**src/hw/rtl/csvt_pkg.sv**
```systemverilog
// Package with the shared constants and types of the CSV byte tokenizer.
`timescale 1ns / 1ps

package csvt_pkg;

  // Character codes the tokenizer reacts to.
  localparam logic [7:0] CH_QUOTE = 8'h22;
  localparam logic [7:0] CH_COMMA = 8'h2C;
  localparam logic [7:0] CH_CR    = 8'h0D;
  localparam logic [7:0] CH_LF    = 8'h0A;

  // Token kinds.
  localparam logic [1:0] KIND_CHAR  = 2'd0;
  localparam logic [1:0] KIND_FIELD = 2'd1;
  localparam logic [1:0] KIND_ROW   = 2'd2;
  localparam logic [1:0] KIND_ERROR = 2'd3;

  // Error codes carried with KIND_ERROR.
  localparam logic [1:0] ERR_STRAY  = 2'd0;
  localparam logic [1:0] ERR_UNTERM = 2'd1;
  localparam logic [1:0] ERR_ROWS   = 2'd2;

  // Row limit register.
  localparam int unsigned LIMIT_W = 16;
  localparam logic [LIMIT_W-1:0] LIMIT_RESET = 16'hFFFF;

  // Single-bit parser flags.
  typedef struct packed {
    logic inside_quotes;
    logic quote_pending;
    logic field_has_chars;
    logic row_has_separator;
    logic failed;
  } csvt_flags_t;

  // One token as produced by the step logic.
  typedef struct packed {
    logic       valid;
    logic [1:0] kind;
    logic [7:0] char_out;
    logic [1:0] error_code;
  } csvt_token_t;

endpackage

```
**src/hw/rtl/csvt_if.sv**
```systemverilog
// Valid/ready channel interfaces for the input bytes and the output tokens.
`timescale 1ns / 1ps

interface csvt_in_if;
  logic       valid;
  logic       ready;
  logic       cmd;
  logic [7:0] data_byte;

  modport source (output valid, output cmd, output data_byte, input ready);
  modport sink (input valid, input cmd, input data_byte, output ready);
endinterface

interface csvt_out_if;
  logic       valid;
  logic       ready;
  logic [1:0] kind;
  logic [7:0] char_out;
  logic [1:0] error_code;

  modport source (output valid, output kind, output char_out, output error_code, input ready);
  modport sink (input valid, input kind, input char_out, input error_code, output ready);
endinterface

```
**src/hw/rtl/csvt_step.sv**
```systemverilog
// Combinational next-state and token logic for one input word.
`timescale 1ns / 1ps

module csvt_step import csvt_pkg::*; #(
  parameter int ROW_COUNT_BITS = 16
) (
  input  csvt_flags_t               flags,
  input  logic [ROW_COUNT_BITS-1:0] rows_seen,
  input  logic [LIMIT_W-1:0]        row_limit,
  input  logic                      cmd,
  input  logic [7:0]                data_byte,
  output csvt_flags_t               flags_nxt,
  output logic [ROW_COUNT_BITS-1:0] rows_seen_nxt,
  output csvt_token_t               token
);

  logic                      blank;
  logic [ROW_COUNT_BITS-1:0] rows_inc;
  logic                      over_limit;
  logic                      unquoted;

  // Row close bookkeeping; the counter saturates at its largest value.
  assign blank    = !flags.field_has_chars && !flags.row_has_separator;
  assign rows_inc = (rows_seen != {ROW_COUNT_BITS{1'b1}}) ?
                    rows_seen + 1'b1 : rows_seen;
  assign over_limit = {{LIMIT_W{1'b0}}, rows_inc} >
                      {{ROW_COUNT_BITS{1'b0}}, row_limit};

  always_comb begin
    flags_nxt        = flags;
    rows_seen_nxt    = rows_seen;
    token.valid      = 1'b0;
    token.kind       = KIND_CHAR;
    token.char_out   = 8'h00;
    token.error_code = ERR_STRAY;
    unquoted         = 1'b0;

    if (cmd) begin
      // End of content: flush the last row or report an open quote, then return to the reset state.
      if (!flags.failed) begin
        if (flags.inside_quotes && !flags.quote_pending) begin
          token.valid      = 1'b1;
          token.kind       = KIND_ERROR;
          token.error_code = ERR_UNTERM;
        end else if (!blank) begin
          token.valid = 1'b1;
          if (over_limit) begin
            token.kind       = KIND_ERROR;
            token.error_code = ERR_ROWS;
          end else begin
            token.kind = KIND_ROW;
          end
        end
      end
      flags_nxt     = '0;
      rows_seen_nxt = '0;
    end else if (!flags.failed) begin
      if (flags.inside_quotes) begin
        if (flags.quote_pending) begin
          flags_nxt.quote_pending = 1'b0;
          if (data_byte == CH_QUOTE) begin
            // Doubled quote stands for one quote character.
            flags_nxt.field_has_chars = 1'b1;
            token.valid    = 1'b1;
            token.kind     = KIND_CHAR;
            token.char_out = CH_QUOTE;
          end else begin
            // The pending quote closed the field; handle this byte unquoted.
            flags_nxt.inside_quotes = 1'b0;
            unquoted = 1'b1;
          end
        end else if (data_byte == CH_QUOTE) begin
          flags_nxt.quote_pending = 1'b1;
        end else begin
          flags_nxt.field_has_chars = 1'b1;
          token.valid    = 1'b1;
          token.kind     = KIND_CHAR;
          token.char_out = data_byte;
        end
      end else begin
        unquoted = 1'b1;
      end

      if (unquoted) begin
        if (data_byte == CH_QUOTE) begin
          if (flags.field_has_chars) begin
            flags_nxt.failed = 1'b1;
            token.valid      = 1'b1;
            token.kind       = KIND_ERROR;
            token.error_code = ERR_STRAY;
          end else begin
            flags_nxt.inside_quotes = 1'b1;
          end
        end else if (data_byte == CH_COMMA) begin
          flags_nxt.row_has_separator = 1'b1;
          flags_nxt.field_has_chars   = 1'b0;
          token.valid = 1'b1;
          token.kind  = KIND_FIELD;
        end else if (data_byte == CH_CR || data_byte == CH_LF) begin
          flags_nxt.field_has_chars   = 1'b0;
          flags_nxt.row_has_separator = 1'b0;
          if (!blank) begin
            rows_seen_nxt = rows_inc;
            token.valid   = 1'b1;
            if (over_limit) begin
              flags_nxt.failed = 1'b1;
              token.kind       = KIND_ERROR;
              token.error_code = ERR_ROWS;
            end else begin
              token.kind = KIND_ROW;
            end
          end
        end else begin
          flags_nxt.field_has_chars = 1'b1;
          token.valid    = 1'b1;
          token.kind     = KIND_CHAR;
          token.char_out = data_byte;
        end
      end
    end
  end

endmodule

```
**src/hw/rtl/csv_byte_tokenizer.sv**
```systemverilog
// Top level of the streaming CSV byte tokenizer.
`timescale 1ns / 1ps

// The tokenizer takes CSV text one word at a time on in_chan (cmd, data_byte)
// and gives at most one token word per input word on out_chan (kind,
// char_out, error_code). A cmd of one is the end-of-content command: it
// flushes the last row and returns the parser to its reset state.
// The single configuration register, row_limit, is written through cfg_we
// and cfg_wdata; it should only be changed while no word is in flight.
// An accepted word is held in an input register; when the output register
// has room, the step logic updates the parser state and loads the token
// into the output register, which presents it on out_chan until the
// receiver takes it. The block takes one word every cycle while out_chan
// is not stalled; the rate is set by the single parser state update.
// Words that produce no token (an opening quote, a quote held as pending,
// a blank row end, anything after an error) simply leave no output word.
// A synchronous reset clears the parser state and both registers and sets
// row_limit to 65535. When the receiver holds out_chan.ready low, the
// output register keeps its token, the input register fills and then
// in_chan.ready drops; nothing is lost or repeated.
module csv_byte_tokenizer import csvt_pkg::*; #(
  parameter int ROW_COUNT_BITS = 16
) (
  input  logic               clk,
  input  logic               rst_n,
  csvt_in_if.sink            in_chan,
  csvt_out_if.source         out_chan,
  input  logic               cfg_we,
  input  logic [LIMIT_W-1:0] cfg_wdata
);

  // Configuration.
  logic [LIMIT_W-1:0] row_limit_r;

  // Input register stage.
  logic       s1_valid_r;
  logic       s1_cmd_r;
  logic [7:0] s1_byte_r;

  // Parser state.
  csvt_flags_t               flags_r;
  csvt_flags_t               flags_nxt;
  logic [ROW_COUNT_BITS-1:0] rows_seen_r;
  logic [ROW_COUNT_BITS-1:0] rows_seen_nxt;

  // Output register stage.
  csvt_token_t token;
  csvt_token_t out_tok_r;

  logic out_free;
  logic s1_adv;
  logic in_fire;

  // The output register can take a new word when it is empty or being drained.
  assign out_free = !out_tok_r.valid || out_chan.ready;
  assign s1_adv   = s1_valid_r && out_free;
  assign in_chan.ready = !s1_valid_r || out_free;
  assign in_fire  = in_chan.valid && in_chan.ready;

  csvt_step #(
    .ROW_COUNT_BITS(ROW_COUNT_BITS)
  ) u_step (
    .flags        (flags_r),
    .rows_seen    (rows_seen_r),
    .row_limit    (row_limit_r),
    .cmd          (s1_cmd_r),
    .data_byte    (s1_byte_r),
    .flags_nxt    (flags_nxt),
    .rows_seen_nxt(rows_seen_nxt),
    .token        (token)
  );

  always_ff @(posedge clk) begin
    if (!rst_n) begin
      row_limit_r <= LIMIT_RESET;
    end else if (cfg_we) begin
      row_limit_r <= cfg_wdata;
    end
  end

  // Input register: a word moves on whenever the output side has room.
  always_ff @(posedge clk) begin
    if (!rst_n) begin
      s1_valid_r <= 1'b0;
    end else if (in_chan.ready) begin
      s1_valid_r <= in_chan.valid;
    end
  end

  always_ff @(posedge clk) begin
    if (in_fire) begin
      s1_cmd_r  <= in_chan.cmd;
      s1_byte_r <= in_chan.data_byte;
    end
  end

  // Parser state advances once per word leaving the input register.
  always_ff @(posedge clk) begin
    if (!rst_n) begin
      flags_r     <= '0;
      rows_seen_r <= '0;
    end else if (s1_adv) begin
      flags_r     <= flags_nxt;
      rows_seen_r <= rows_seen_nxt;
    end
  end

  // Output register; a word with no token leaves it empty.
  always_ff @(posedge clk) begin
    if (!rst_n) begin
      out_tok_r.valid <= 1'b0;
    end else if (s1_adv) begin
      out_tok_r.valid <= token.valid;
    end else if (out_chan.ready) begin
      out_tok_r.valid <= 1'b0;
    end
    if (s1_adv) begin
      out_tok_r.kind       <= token.kind;
      out_tok_r.char_out   <= token.char_out;
      out_tok_r.error_code <= token.error_code;
    end
  end

  assign out_chan.valid      = out_tok_r.valid;
  assign out_chan.kind       = out_tok_r.kind;
  assign out_chan.char_out   = out_tok_r.char_out;
  assign out_chan.error_code = out_tok_r.error_code;

  // A quote can only be pending while the parser is inside quotes.
  a_pending_in_quotes: assert property (@(posedge clk) disable iff (!rst_n)
    flags_r.quote_pending |-> flags_r.inside_quotes)
    else $error("quote pending outside quotes");

  // The end command always leaves the parser in its cleared state.
  a_end_clears: assert property (@(posedge clk) disable iff (!rst_n)
    (s1_adv && s1_cmd_r) |=> (flags_r == '0 && rows_seen_r == '0))
    else $error("end command did not clear the parser state");

  // An error token from a content byte makes the parser sticky-failed.
  a_error_sticky: assert property (@(posedge clk) disable iff (!rst_n)
    (s1_adv && !s1_cmd_r && token.valid && token.kind == KIND_ERROR)
      |=> flags_r.failed)
    else $error("error token without failed state");

  // A failed parser gives no token for a content byte.
  a_failed_silent: assert property (@(posedge clk) disable iff (!rst_n)
    (s1_adv && !s1_cmd_r && flags_r.failed) |=> !out_tok_r.valid)
    else $error("token emitted while failed");

endmodule

```
**src/flat_wrapper.sv**
```systemverilog
// flat-port wrapper written by rule: the top's interface ports become plain ports
module csv_byte_tokenizer_flat import csvt_pkg::*;
#(
  parameter int ROW_COUNT_BITS = 16
)
  (clk, rst_n, cfg_we, cfg_wdata, in_chan_valid, in_chan_cmd, in_chan_data_byte, in_chan_ready, out_chan_valid, out_chan_kind, out_chan_char_out, out_chan_error_code, out_chan_ready);
  csvt_in_if in_chan_i ();
  csvt_out_if out_chan_i ();
  input  logic clk;
  input  logic rst_n;
  input  logic cfg_we;
  input  logic [LIMIT_W-1:0] cfg_wdata;
  input wire logic [$bits(in_chan_i.valid)-1:0] in_chan_valid;
  input wire logic [$bits(in_chan_i.cmd)-1:0] in_chan_cmd;
  input wire logic [$bits(in_chan_i.data_byte)-1:0] in_chan_data_byte;
  output wire logic [$bits(in_chan_i.ready)-1:0] in_chan_ready;
  output wire logic [$bits(out_chan_i.valid)-1:0] out_chan_valid;
  output wire logic [$bits(out_chan_i.kind)-1:0] out_chan_kind;
  output wire logic [$bits(out_chan_i.char_out)-1:0] out_chan_char_out;
  output wire logic [$bits(out_chan_i.error_code)-1:0] out_chan_error_code;
  input wire logic [$bits(out_chan_i.ready)-1:0] out_chan_ready;
  assign in_chan_i.valid = in_chan_valid;
  assign in_chan_i.cmd = in_chan_cmd;
  assign in_chan_i.data_byte = in_chan_data_byte;
  assign in_chan_ready = in_chan_i.ready;
  assign out_chan_valid = out_chan_i.valid;
  assign out_chan_kind = out_chan_i.kind;
  assign out_chan_char_out = out_chan_i.char_out;
  assign out_chan_error_code = out_chan_i.error_code;
  assign out_chan_i.ready = out_chan_ready;
  csv_byte_tokenizer #(.ROW_COUNT_BITS(ROW_COUNT_BITS)) u_core (.clk(clk), .rst_n(rst_n), .in_chan(in_chan_i), .out_chan(out_chan_i), .cfg_we(cfg_we), .cfg_wdata(cfg_wdata));
endmodule
```
**config.mk**
```make
export PLATFORM = sky130hd
export DESIGN_NAME = csv_byte_tokenizer_flat
export DESIGN_NICKNAME = d
export VERILOG_FILES = /design/src/hw/rtl/csvt_pkg.sv /design/src/hw/rtl/csvt_if.sv /design/src/hw/rtl/csvt_step.sv /design/src/hw/rtl/csv_byte_tokenizer.sv /design/src/flat_wrapper.sv
export SDC_FILE = /design/constraint.sdc
export NUM_CORES = 1
export LEC_CHECK = 0
export BUFFER_PORTS_ARGS = -buffer_cell sky130_fd_sc_hd__buf_2
export CORE_ASPECT_RATIO = 1.2
export CORE_UTILIZATION = 42
export CTS_CLUSTER_DIAMETER = 40
export DETAILED_ROUTE_END_ITERATION = 8
export GPL_TIMING_DRIVEN = 0
export PLACE_DENSITY_LB_ADDON = 0.08
export SLEW_MARGIN = 10
export SYNTH_ARGS = -nofsm -noshare
export SYNTH_HDL_FRONTEND = slang
export SYNTH_SLANG_ARGS = --single-unit
```
**constraint.sdc**
```tcl
create_clock -name clk -period 4.1 [get_ports clk]
set_clock_uncertainty 0.1 [all_clocks]
set_input_delay 0.615 -clock clk [delete_from_list [all_inputs] [get_ports clk]]
set_output_delay 0.615 -clock clk [all_outputs]
set_load 0.1 [all_outputs]
```
==> reports/results.ini <==
[drt]
first_pass_iters=6
via_per_inst=5.51
num_vias=2884
drt_iter0_drc=127
wl_per_cell_um=15.3
ant_nets=0
routed_wl_um=7990
drc=8

[clocking]
cts_buffers=9
clock_tree.root_cell=clkbuf_8
cts_tree=built
postCtsSetupBuffers=0
cts-hold-fix-buffers=0
path_clk_slew_ns=0.08
cts_resized=0
clk_latency_ns=0.35
clkSinkCount=60
cts.path.max_buffers=2
htree_num_levels=3

[floorplan]
start_util=0.439
fp.dieArea_sq_um=8470
die_w_um=84.2
rows=35
core-area_sq_um=7750
die_y_um=101
pin_count=44

[job]
maxCapViolCount=0

[placement]
place_congestion=0.882
postPlaceCellArea_sq_um=3730
post-dp-hpwl_um=6000
dp_cells=507
numPortBuffers=43
pre_cts_slack_ns=0.184

[critical_path]
crit_top_cell=ha_1
crit_end=u_core.out_chan.kind[0]$_DFFE_PP_
cp_cell_sequence=ha_1 > and2_1 > and4_4 > and3_1 > mux2_2 > ha_1 > nand4_1 > nor3_1 > a2111o_1 > a211oi_2 > nor4_1 > or3_1
crit_buf_inv=0
path_max_fanout=5
slowest_delay_ns=0.42
timing.rr.start=u_core.rows_seen_r[0]$_SDFFE_PN0P_
r2r_cells=12
path_depth=12
crit_path_start=u_core.rows_seen_r[0]$_SDFFE_PN0P_
critPathRequiredTime_ns=4.10
rrSetupSlack_ns=0.16
cpMaxStageDelayCell=dfxtp_1
cp-start-kind=flip-flop
end_kind=flip-flop
crit_arrival_ns=3.94
cpLargestDelayFamily=simple AND/OR/NAND/NOR gates
crit_type=reg2reg
timing.rr.end=u_core.out_chan.kind[0]$_DFFE_PP_

[synth]
syn_nets=421
synth_xor_area_frac=0.0283
synth.area.mux_share=0.0125
synth-compound-area-share=0.196
yosys_warnings=0
yosysSeqAreaShare=0.415
netlist_area_sq_um=3400
synth_top_family_by_area=simple AND/OR/NAND/NOR gates
ys_types=62
synth-main-ff-cell=dfxtp_1
synth_cells=372
synthAdderAreaFrac=0.0699
synth_edf_count=21
synth_area_per_cell_sq_um=9.15
ys_ff_latch=60
async_flop_share=0
synthSimpleGateAreaFrac=0.235

[sta]
period_minus_slack_ns=3.94
hold_viol=0
worst_pin_slew_ns=0.624
layout_setup_ws_ns=0.158
finalSetupTns_ns=0
period_share=0.962
fmax_mhz=254
setup_viol=0
slew_viol_final=0
rsz0062_at_grt=false
maxSlewHeadroom=0.584

[global_routing]
grt_max_degree=18
grt_pass1_wl_um=13000
track_usage=0.201
grt.overflow.total=0
grt_pass1_vias=2795
antenna_found_initial=0

[worst_hold_path]
whs_path_depth=1
hold_path.class=in2reg
hp-start=in_chan_data_byte[4]

[outcome]
outcome=complete, but fails checks
violations=DRC

[pwr]
power.density_nw_per_um2=355
irDropWorstVdd_uv=246
p_leak_nw=1.72

[layout]
stdcell_count=523
fin_util=0.510
final_nets=475
diodes=0
synthToLayoutAreaGrowth_pct=16.3
layout_commonest_cell=buf_2
nFillCells=742
layout-drive-gt1-share=0.202
mostFrequentLayoutCells=48 x buf_2, 44 x nand2_1, 39 x dfxtp_1
fin_area_sq_um=3960

-- how the worst min path moves through the flow --
stage	to	slack (ns)
global placement	u_core.rows_seen_r[6]$_SDFFE_PN0P_	0.38
CTS	u_core.s1_byte_r[4]$_DFFE_PP_	0.33
global route	u_core.s1_byte_r[7]$_DFFE_PP_	0.32
detailed placement	u_core.row_limit_r[14]$_SDFFE_PN1P_	0.38
floorplan	u_core.row_limit_r[0]$_SDFFE_PN1P_	0.35
finish	u_core.s1_byte_r[4]$_DFFE_PP_	0.34
-- area by class of cell --
type,instances,area [sq um],share of cell area
plain buffers,14,62.6,0.0158
repair buffers,43,215,0.0544
flip-flops and latches,60,1410,0.357
clock buffers,9,124,0.0313
well taps,92,115,0.0291
inverters,23,86.3,0.0218
multi-input cells,275,1840,0.466
clock inverters,7,98.8,0.0250
-- state kept, by name, summed over array words and instances, names as in the netlist, 2 cells and up --
register / count
u_core.flags_r: 5
u_core.out_chan.error_code: 2
u_core.out_chan.char_out: 8
u_core.s1_byte_r: 8
u_core.row_limit_r: 16
u_core.rows_seen_r: 16
u_core.out_chan.kind: 2
-- metal layers --
layer | vias to the layer above | part of all wire | track usage
li1 | 1463 | - | -
met3 | 25 | 0.032 | 0.0319
met5 | - | 0 | 0
met4 | 0 | 0.039 | 0.129
met1 | 1335 | 0.43 | 0.219
met2 | 61 | 0.50 | 0.365
-- logic make-up after synthesis --
| kind of cell | count (synthesis) |
|---|---|
| buf+inv | 37 |
| fa+ha+maj | 19 |
| xor+xnor | 11 |
| compound gates | 97 |
| simple gates | 144 |
| flops | 60 |
| mux | 4 |
-- worst register-to-register path: stages (launching register included) --
cell      delay, ns
dfxtp_1        0.42
ha_1           0.24
and2_1         0.27
and4_4         0.29
and3_1         0.22
mux2_2         0.35
ha_1           0.30
nand4_1        0.20
nor3_1         0.09
a2111o_1       0.42
a211oi_2       0.38
nor4_1         0.10
or3_1          0.31
-- cell usage after synthesis (all sizes together) (8+ instances only) --
library cell	count	share of area
and2	9	0.017
o21ai	14	0.022
ha	19	0.070
nand4	9	0.018
a21oi	29	0.044
nor2	25	0.028
nand2	45	0.050
inv	23	0.025
o211ai	18	0.040
nor2b	8	0.015
edfxtp	21	0.19
nand3	8	0.015
dfxtp	39	0.23
-- stage by stage --
| stage | hold slack, ns | power (mW) |
|---|---|---|
| 3_3_place_gp | 0.380 | 0.811 |
| 6_report | 0.340 | 1.40 |
| 5_1_grt | 0.322 | 1.46 |
| 4_1_cts | 0.326 | 1.42 |
| 2_1_floorplan | 0.348 | 0.770 |
| 3_5_place_dp | 0.384 | 0.812 |
-- where the power goes --
group | total [mW] | switching (mW) | leakage [nW] | internal, mW
logic | 0.147 | 0.104 | 1.09 | 0.0432
registers | 0.651 | 0.0113 | 0.522 | 0.640
clock network | 0.606 | 0.261 | 0.110 | 0.345
(Power assumes the default switching activity.)
